[src/rtl/afi_pkg.sv]
// Package for the arming failsafe interlock: item and configuration types,
// operation and register codes, and reset constants. No dependencies.
package afi_pkg;

  // Switch channel full scale and the armed fraction used at reset.
  localparam int unsigned SwitchFullScale = 2047;
  localparam int unsigned ArmedPercent    = 90;
  localparam logic [10:0] THRESHOLD_RESET = 11'(SwitchFullScale * ArmedPercent / 100);
  localparam logic [31:0] TIMEOUT_RESET   = 32'd5000;
  localparam logic [15:0] LIMIT_RESET     = 16'd3;
  localparam logic [15:0] COUNT_MAX       = 16'hFFFF;

  localparam int unsigned ADDR_W = 4;

  typedef enum logic [1:0] {
    MODE_SET   = 2'd0,
    MODE_CLEAR = 2'd1,
    MODE_EVAL  = 2'd2,
    MODE_HOLD  = 2'd3
  } mode_t;

  typedef enum logic [1:0] {
    REG_THRESHOLD = 2'd0,
    REG_TIMEOUT   = 2'd1,
    REG_LIMIT     = 2'd2,
    REG_NONE      = 2'd3
  } reg_idx_t;

  typedef struct packed {
    mode_t       mode;
    logic [2:0]  reason;
    logic [10:0] arm_value;
    logic        arm_valid;
    logic [10:0] prearm_value;
    logic        prearm_valid;
    logic [31:0] now_ms;
  } item_t;

  typedef struct packed {
    logic [10:0] switch_threshold;
    logic [31:0] rearm_timeout_ms;
    logic [15:0] repeat_limit;
  } cfg_t;

endpackage

[src/rtl/afi_cfg.sv]
// Configuration register file of the arming failsafe interlock, APB-style port.
// Depends on afi_pkg.
module afi_cfg
  import afi_pkg::*;
(
  input  logic              clk,
  input  logic              rst,
  input  logic              psel,
  input  logic              penable,
  input  logic              pwrite,
  input  logic [ADDR_W-1:0] paddr,
  input  logic [31:0]       pwdata,
  output logic [31:0]       prdata,
  output logic              pready,
  output cfg_t              cfg
);

  reg_idx_t idx;
  logic     wr;

  assign idx    = reg_idx_t'(paddr[3:2]);
  assign wr     = psel && penable && pwrite;
  assign pready = 1'b1;

  always_ff @(posedge clk) begin
    if (rst) begin
      cfg.switch_threshold <= THRESHOLD_RESET;
      cfg.rearm_timeout_ms <= TIMEOUT_RESET;
      cfg.repeat_limit     <= LIMIT_RESET;
    end else if (wr) begin
      unique case (idx)
        REG_THRESHOLD: cfg.switch_threshold <= pwdata[10:0];
        REG_TIMEOUT:   cfg.rearm_timeout_ms <= pwdata;
        REG_LIMIT:     cfg.repeat_limit     <= pwdata[15:0];
        default: ;
      endcase
    end
  end

  always_comb begin
    unique case (idx)
      REG_THRESHOLD: prdata = {21'b0, cfg.switch_threshold};
      REG_TIMEOUT:   prdata = cfg.rearm_timeout_ms;
      REG_LIMIT:     prdata = {16'b0, cfg.repeat_limit};
      default:       prdata = 32'b0;
    endcase
  end

endmodule

[src/rtl/afi_core.sv]
// Interlock state and the single-pass update for one item.
// Depends on afi_pkg.
module afi_core
  import afi_pkg::*;
#(
  parameter int unsigned REASON_BITS     = 8,
  parameter int unsigned BIT_BOOT        = 0,
  parameter int unsigned BIT_ARM_SWITCH  = 1,
  parameter int unsigned BIT_DISARM_WAIT = 2
) (
  input  logic                   clk,
  input  logic                   rst,
  input  logic                   advance,
  input  item_t                  item,
  input  cfg_t                   cfg,
  output logic [REASON_BITS-1:0] mask_q,
  output logic [REASON_BITS-1:0] mask_next
);

  typedef struct packed {
    logic [REASON_BITS-1:0] mask;
    logic [31:0]            entry_time;
    logic                   timeout_expired;
    logic [15:0]            entry_count;
    logic                   repeat_forced;
    logic                   prearm_seen_first;
    logic                   both_released;
  } st_t;

  // Reason index outside the mask maps to no bit.
  function automatic logic [REASON_BITS-1:0] bit_of(input int unsigned idx);
    logic [REASON_BITS-1:0] b;
    b = '0;
    if (idx < REASON_BITS) b = {{(REASON_BITS-1){1'b0}}, 1'b1} << idx;
    return b;
  endfunction

  // Set a reason bit; on entry into failsafe stamp time and count the entry.
  function automatic st_t raise(input st_t s, input logic [REASON_BITS-1:0] b,
                                input logic [31:0] now);
    st_t r;
    r = s;
    if (b != '0 && (s.mask & b) == '0) begin
      if (s.mask == '0) begin
        r.entry_time      = now;
        r.timeout_expired = 1'b0;
        if (s.entry_count != COUNT_MAX) r.entry_count = s.entry_count + 16'd1;
      end
      r.mask = s.mask | b;
    end
    return r;
  endfunction

  localparam logic [REASON_BITS-1:0] BootBit  = bit_of(BIT_BOOT);
  localparam logic [REASON_BITS-1:0] ArmBit   = bit_of(BIT_ARM_SWITCH);
  localparam logic [REASON_BITS-1:0] WaitBit  = bit_of(BIT_DISARM_WAIT);

  st_t  st, st_next;
  logic arm_on, pre_on;

  assign arm_on = item.arm_valid && (item.arm_value > cfg.switch_threshold);
  assign pre_on = item.prearm_valid && (item.prearm_value > cfg.switch_threshold);

  always_comb begin
    st_next = st;
    case (item.mode)
      MODE_SET:   st_next = raise(st, bit_of(32'(item.reason)), item.now_ms);
      MODE_CLEAR: st_next.mask = st.mask & ~bit_of(32'(item.reason));
      MODE_EVAL: begin
        if (st.both_released && st.prearm_seen_first && pre_on && arm_on) begin
          st_next.mask          = st_next.mask & ~ArmBit;
          st_next.both_released = 1'b0;
        end else if (!arm_on) begin
          st_next = raise(st_next, ArmBit, item.now_ms);
        end
        if (!st_next.timeout_expired && st_next.mask != '0 &&
            (item.now_ms - st_next.entry_time) > cfg.rearm_timeout_ms) begin
          st_next                 = raise(st_next, WaitBit, item.now_ms);
          st_next.timeout_expired = 1'b1;
        end
        if (!st_next.repeat_forced && st_next.mask != '0 &&
            st_next.entry_count > cfg.repeat_limit) begin
          st_next               = raise(st_next, WaitBit, item.now_ms);
          st_next.repeat_forced = 1'b1;
        end
        if (item.arm_valid && !arm_on) begin
          st_next.mask          = st_next.mask & ~WaitBit;
          st_next.entry_count   = '0;
          st_next.repeat_forced = 1'b0;
        end
        st_next.prearm_seen_first = pre_on && !arm_on;
        if (!pre_on && !arm_on) st_next.both_released = 1'b1;
      end
      default: ;
    endcase
  end

  always_ff @(posedge clk) begin
    if (rst) begin
      st.mask              <= BootBit | WaitBit;
      st.entry_time        <= '0;
      st.timeout_expired   <= 1'b0;
      st.entry_count       <= '0;
      st.repeat_forced     <= 1'b0;
      st.prearm_seen_first <= 1'b0;
      st.both_released     <= 1'b0;
    end else if (advance) begin
      st <= st_next;
    end
  end

  assign mask_q    = st.mask;
  assign mask_next = st_next.mask;

endmodule

[src/rtl/arming_failsafe_interlock_core.sv]
// Top level of the motor-arming failsafe interlock: input stage, state core,
// result register and configuration port. Depends on afi_pkg, afi_cfg, afi_core.
//
//   channel  | handshake                          | payload
//   ---------+------------------------------------+-----------------------------------
//   input    | in_valid / in_ready                | mode, reason, arm_value, arm_valid,
//            |                                    | prearm_value, prearm_valid, now_ms
//   result   | out_valid / out_ready              | failsafe_mask, failsafe_active
//   config   | psel, penable, pwrite, pready      | paddr, pwdata, prdata
//
// One item per cycle sustained while the result is not stalled: each transfer lands in
// the input register, then runs through the state update and loads the result register,
// which raises result valid once the result register is free or being drained.
// Synchronous active-high reset clears the valid flags, the interlock state (boot and
// disarm-wait reasons raised) and restores the configuration defaults.
// A stalled result holds the input register; in_ready drops only while both stages
// are full and out_ready is low.
module arming_failsafe_interlock_core
  import afi_pkg::*;
#(
  parameter int unsigned REASON_BITS     = 8,
  parameter int unsigned BIT_BOOT        = 0,
  parameter int unsigned BIT_ARM_SWITCH  = 1,
  parameter int unsigned BIT_DISARM_WAIT = 2
) (
  input  logic              clk,
  input  logic              rst,
  // input channel
  input  logic              in_valid,
  output logic              in_ready,
  input  logic [1:0]        mode,
  input  logic [2:0]        reason,
  input  logic [10:0]       arm_value,
  input  logic              arm_valid,
  input  logic [10:0]       prearm_value,
  input  logic              prearm_valid,
  input  logic [31:0]       now_ms,
  // result channel
  output logic              out_valid,
  input  logic              out_ready,
  output logic [7:0]        failsafe_mask,
  output logic              failsafe_active,
  // configuration port
  input  logic              psel,
  input  logic              penable,
  input  logic              pwrite,
  input  logic [ADDR_W-1:0] paddr,
  input  logic [31:0]       pwdata,
  output logic [31:0]       prdata,
  output logic              pready
);

  cfg_t                   cfg;
  item_t                  iq_item;
  logic                   iq_valid;
  logic                   advance;
  logic [REASON_BITS-1:0] mask_q;
  logic [REASON_BITS-1:0] mask_next;
  logic [REASON_BITS+7:0] mask_ext;

  afi_cfg u_cfg (
    .clk     (clk),
    .rst     (rst),
    .psel    (psel),
    .penable (penable),
    .pwrite  (pwrite),
    .paddr   (paddr),
    .pwdata  (pwdata),
    .prdata  (prdata),
    .pready  (pready),
    .cfg     (cfg)
  );

  // Advance the held item whenever the result register is free or being drained.
  assign advance  = iq_valid && (!out_valid || out_ready);
  assign in_ready = !iq_valid || advance;

  // Input register: take a transfer, drop the item once it advances.
  always_ff @(posedge clk) begin
    if (rst) begin
      iq_valid <= 1'b0;
    end else if (in_valid && in_ready) begin
      iq_valid <= 1'b1;
    end else if (advance) begin
      iq_valid <= 1'b0;
    end
  end

  always_ff @(posedge clk) begin
    if (in_valid && in_ready) begin
      iq_item.mode         <= mode_t'(mode);
      iq_item.reason       <= reason;
      iq_item.arm_value    <= arm_value;
      iq_item.arm_valid    <= arm_valid;
      iq_item.prearm_value <= prearm_value;
      iq_item.prearm_valid <= prearm_valid;
      iq_item.now_ms       <= now_ms;
    end
  end

  // State update; the core commits its state on the same edge as the result.
  afi_core #(
    .REASON_BITS     (REASON_BITS),
    .BIT_BOOT        (BIT_BOOT),
    .BIT_ARM_SWITCH  (BIT_ARM_SWITCH),
    .BIT_DISARM_WAIT (BIT_DISARM_WAIT)
  ) u_core (
    .clk       (clk),
    .rst       (rst),
    .advance   (advance),
    .item      (iq_item),
    .cfg       (cfg),
    .mask_q    (mask_q),
    .mask_next (mask_next)
  );

  // Report only the low byte of the mask; active looks at every reason bit.
  assign mask_ext = {8'b0, mask_next};

  always_ff @(posedge clk) begin
    if (rst) begin
      out_valid <= 1'b0;
    end else if (advance) begin
      out_valid <= 1'b1;
    end else if (out_ready) begin
      out_valid <= 1'b0;
    end
  end

  always_ff @(posedge clk) begin
    if (advance) begin
      failsafe_mask   <= mask_ext[7:0];
      failsafe_active <= |mask_next;
    end
  end

  // Any visible reason bit means motors are off.
  a_active_covers_mask: assert property (@(posedge clk) disable iff (rst)
    (out_valid && failsafe_mask != 8'b0) |-> failsafe_active)
    else $error("failsafe_active low with reason bits shown");

  // A full pipeline facing a stalled result must not take another transfer.
  a_no_overrun: assert property (@(posedge clk) disable iff (rst)
    (iq_valid && out_valid && !out_ready) |-> !in_ready)
    else $error("input stage overrun while result stalled");

  // A no-change item leaves the mask untouched.
  a_hold_keeps_mask: assert property (@(posedge clk) disable iff (rst)
    (advance && iq_item.mode == MODE_HOLD) |-> (mask_next == mask_q))
    else $error("no-change item altered the reason mask");

  // A clear item never raises a reason.
  a_clear_no_raise: assert property (@(posedge clk) disable iff (rst)
    (advance && iq_item.mode == MODE_CLEAR) |-> ((mask_next & ~mask_q) == '0))
    else $error("clear item raised a reason bit");

endmodule
[config.mk]
export PLATFORM = sky130hd
export DESIGN_NAME = arming_failsafe_interlock_core
export DESIGN_NICKNAME = d
export VERILOG_FILES = /design/src/rtl/afi_pkg.sv /design/src/rtl/afi_cfg.sv /design/src/rtl/afi_core.sv /design/src/rtl/arming_failsafe_interlock_core.sv
export SDC_FILE = /design/constraint.sdc
export NUM_CORES = 1
export LEC_CHECK = 0
export ABC_CLOCK_PERIOD_IN_PS = 19900
export BUFFER_PORTS_ARGS = -buffer_cell sky130_fd_sc_hd__buf_2
export CAP_MARGIN = 20
export CORE_UTILIZATION = 64
export DETAILED_ROUTE_END_ITERATION = 7
export HOLD_SLACK_MARGIN = 0.05
export MAX_ROUTING_LAYER = met4
export PLACE_DENSITY = 0.94
export SYNTH_ARGS = -nofsm -noshare
export SYNTH_HDL_FRONTEND = slang
export SYNTH_HIERARCHICAL = 1
export SYNTH_SLANG_ARGS = --single-unit
export TNS_END_PERCENT = 30
[constraint.sdc]
create_clock -name clk -period 19.9 [get_ports clk]
set_clock_uncertainty 0.2 [all_clocks]
set_input_delay 4.975 -clock clk [delete_from_list [all_inputs] [get_ports clk]]
set_output_delay 4.975 -clock clk [all_outputs]
set_load 0.05 [all_outputs]
## Word level (Yosys, flattened, before mapping)

Index checks and enable logic that the tools add are counted.

| storage, ports and cells | value |
|---|---|
| output and inout bits | 44 |
| latch bits | 0 |
| memory bits (read-only) | 0 |
| input port bits | 104 |
| memories kept | 0 |
| memory bits (writable) | 0 |
| register bits after elaboration | 191 |

| cells by class | value |
|---|---|
| reduce and logical (&&, ||, !) cells | 46 |
| shift operators | 1 |
| multiply operators | 0 |
| $add $sub $neg | 4 |
| div/mod/pow operators | 0 |
| equality and inequality tests | 8 |
| bitwise logic cells | 5 |
| $lt $le $gt $ge | 4 |
| multiplexer cells | 31 |

Operators by type and width:

| operator | count |
|---|---|
| 51-bit two-way mux | 3 |
| 49-bit two-way mux | 3 |
| 55-bit two-way mux | 2 |
| 52-bit two-way mux | 2 |
| 52-bit case mux with 2 select lines | 1 |
| 32-bit case mux with 3 select lines | 1 |
| 60-bit two-way mux | 1 |
| 57-bit two-way mux | 1 |
| 8-bit zero test | 7 |
| 54-bit two-way mux | 1 |
| 16-bit by 1-bit adder with 16-bit output, second input constant | 3 |
| 16-bit two-way mux | 3 |
| 16-bit != test, second input constant | 3 |
| 32-bit > comparator | 1 |
| 32-bit subtractor | 1 |
| 8-bit two-way mux | 3 |
| 8-bit case mux with 3 select lines | 1 |
| 8-bit nonzero test | 3 |
| 11-bit > comparator | 2 |
| 1-bit logical AND | 17 |
| 17-bit two-way mux | 1 |
| 8-bit bitwise AND | 2 |
| 16-bit > comparator | 1 |
| 8-bit NOT | 1 |
| other kinds (16) | 35 |

## Depth between registers and ports, before layout

| depth | value |
|---|---|
| depth after elaboration | 21 |
| mapped depth | 35 |
| gate-level depth less buffers | 32 |

## Cells and area by module

The synthesis kept the hierarchy.

By module, submodules not included:

| module | sequential area each (um^2) | times used | cells each | area an instance (um^2) |
|---|---|---|---|---|
| afi_core | 1201.2 | 1 | 949 | 6964.2 |
| afi_cfg | 1181.1 | 1 | 308 | 2877.8 |
| arming_failsafe_interlock_core | 2142.1 | 1 | 83 | 2222.1 |

## Worst setup path before layout

Ideal clock, no wire load.

| timing | value |
|---|---|
| path kind | input -> output |
| start point | input port paddr[2] |
| end point | output port prdata[0] |
| required time | 14.725 ns |
| cell stages on the path | 4 |
| data arrival time | 6.577 ns |
| path buffers | 2 |
| slack | 8.148 ns |
| path through | buf_2 -> buf_2 -> mux2i_1 -> o21ai_0 |

| on the way | value |
|---|---|
| longest elaborated chain between the ends | 2 |
| elaborated cells on any way between the ends | 4 |
| classes of those cells | eq/ne (2); mux (1); reduce/logical (1) |

Ends and longest elaborated chain:

| item | RTL line | source |
|---|---|---|
| start, declared | arming_failsafe_interlock_core.sv:47 | `input logic [ADDR_W-1:0] paddr,` |
| 2-bit == test (tied with other cells) | afi_cfg.sv:41 | `unique case (idx)` |
| 32-bit case mux with 3 select lines (*) | afi_cfg.sv:41 |  |
| end, declared | arming_failsafe_interlock_core.sv:49 | `output logic [31:0] prdata,` |

Every way passes the cells marked *; elsewhere a longest branch is shown, timed or not.

## Worst setup path in the final report

| timing | value |
|---|---|
| start point | input port paddr[2] |
| end point | output port prdata[13] |

The elaborated chain is that of the path after synthesis.

==> flow_summary.toml <==
[grt]
grt_max_degree = 110
grt_pass1_vias = 10100
track_usage_pct = 32.0
antenna_found_initial = 0
grt_pass1_wl_mm = 48.1
grt.overflow.total = 0

[logic_synthesis]
avgSynthCellArea_um2 = 9.01
syn_area_um2 = 12000
synthCells = 1332
yosysWarnings = 6
syn_nets = 1539

[floorplan]
die_area_um2 = 19300
die_h_um = 139
core_um2 = 18100
die_x_um = 139
io_pins = 148
initial_utilization_pct = 66.1
rows = 49

[clocking]
tritoncts = "built"
cts_resized = 0
cts_made_buffers = 17
hold_buffers = 0
cts-root-buf = "clkbuf_16"
clk_pin_slew_ns = 0.06
cts_sinks = 191
clock_latency_ns = 0.44
postCtsSetupBuffers = 0
ctsLongestPathBuffers = 2
htree_num_levels = 4

[timing]
timing.hold.ws_ns = 0.256
post-route-period-util_pct = 57.9
slew_viol_final = 0
fin_crit_ns = 11.52
hold_viol_final = 0
worst_pin_slew_ns = 1.20
rsz0062_at_grt = "false"
relSlewSlack_pct = 17.8
timing.fmax_ghz = 0.0868
setup_violations = 0
setup_tns_ns = 0

[setup_path]
worst_path_largest_cell_delay_ns = 0.37
setup.worst_path.end = "prdata[13]"
reg2regPathDepth = 32
startpoint = "paddr[2]"
r2r_start = "u_cfg/cfg[54]"
critPathLaunchType = "input port"
cp.arrival_ns = 6.35
slowest_stage = "buf_2"
cp_num_buf_inv = 3
cp_common_cell = "buf_2"
cp-end-kind = "output pin"
r2r_slack_ns = 11.08
worstSetupPathDepth = 5
path_max_fanout = 21
path_delay_family = "buffers and inverters"
worstPathRequired_ns = 14.73
cp_cell_sequence = "buf_2, nor2b_1, buf_4, a22o_1, buf_2"
r2r_end = "failsafe_active"
path_class = "input port to output pin"

[pwr]
power_leakage_nw = 5.62
powerDensity_nw_per_um2 = 69.3
ir_drop_mv = 0.0557
power.total_w = 0.000932

[detailed_routing]
routed_wl_mm = 29.6
routed_via_density = 6.25
detail-route-antenna-nets = 0
drt_iter0_drc = 891
drc_errors = 5
dr.pass1.iters = 8
routedWlPerCell_um = 17.6
vias = 10500

[placement]
globalplace.congestion = 0.969
dp_cells = 1645
placed_area_um2 = 12800
hpwl_mm = 21.3
portBuffers = 144

[finish]
final_area_um2 = 13500
drive_above_1_share_pct = 13.9
nets = 1643
fillers = 1242
fin_cells = 1678
num_antenna_cells = 0
area_delta_synth_final_pct = 12.1

[status]
violations = "design-rule violations"
outcome = "complete, but fails checks"

[min_path]
hold_path_depth = 2
hp-class = "register to register"

[run]
drv_cap = 0
==> layer usage <==
metal	track usage, %	share of wire (%)	vias to the layer above	wire length [um]
li1	-	-	4931	-
met1	35.1	39	4915	11400
met4	17.2	5.0	0	1470
met5	-	0	-	0
met3	6.22	6.8	125	2020
met2	54.9	50	519	14700
==> per-stage QoR <==
step	utilization (%)	worst slack, ns
2_1_floorplan	-	8.15
3_3_place_gp	70.4	8.43
3_5_place_dp	70.4	8.41
4_1_cts	74.0	8.41
5_1_grt	74.1	8.32
6_report	74.1	8.38
==> cell usage in the layout, fill, tap and decap left out, drive strengths merged, types with 6 or more instances in the layout <==
cell type	instances
ha	102
mux2i	107
inv	76
and3	16
a21oi	114
o21ai	46
a211oi	11
buf	152
xor2	7
o211ai	10
a21o	25
and2	27
xnor2	27
nor3	26
nand2b	89
nor2	94
dfxtp	121
nor2b	23
o31ai	9
a31oi	17
nand3	15
clkbuf	19
o21a	10
edfxtp	70
nand2	129
or3	6
nand4	23
==> worst min-delay path: stages (launching register included) <==
cell,delay (ns)
dfxtp_1,0.31
nand2_1,0.05
a21oi_1,0.05
==> worst min-delay path by stage <==
stage,from,end,slack (ns)
floorplan,u_core/st[19],u_core/st[19],0.23
global placement,u_core/st[19],u_core/st[19],0.24
detailed placement,u_core/st[44],u_core/st[44],0.25
CTS,u_core/st[44],u_core/st[44],0.26
global route,u_core/st[33],u_core/st[33],0.27
finish,u_core/st[34],u_core/st[34],0.26
==> state kept, by name, indices dropped and copies added (netlist names) <==
register	cells
iq_item	61
u_cfg/cfg	59
u_core/st	52
failsafe_mask	8
u_core/mask_q	8
failsafe_active	1
iq_valid	1
out_valid	1
==> layout make-up <==
class | instances | area (um2) | area share [%]
multi-input combinational | 1000 | 6910 | 51.4
sequential | 191 | 4520 | 33.6
inverter | 74 | 278 | 2.06
timing repair buffer | 152 | 803 | 5.97
clock inverter | 13 | 209 | 1.55
tap | 229 | 287 | 2.13
clock buffer | 19 | 443 | 3.29
==> power by group <==
group	total, W	internal, W	leakage, nW	switching (W)
Clock	0.000379	0.000227	0.313	0.000152
Sequential	0.000425	0.000417	1.65	0.00000845
Combinational	0.000128	0.0000514	3.66	0.0000766
Total	0.000932	0.000695	5.62	0.000237
No activity file was read; power rests on OpenSTA's default activity.
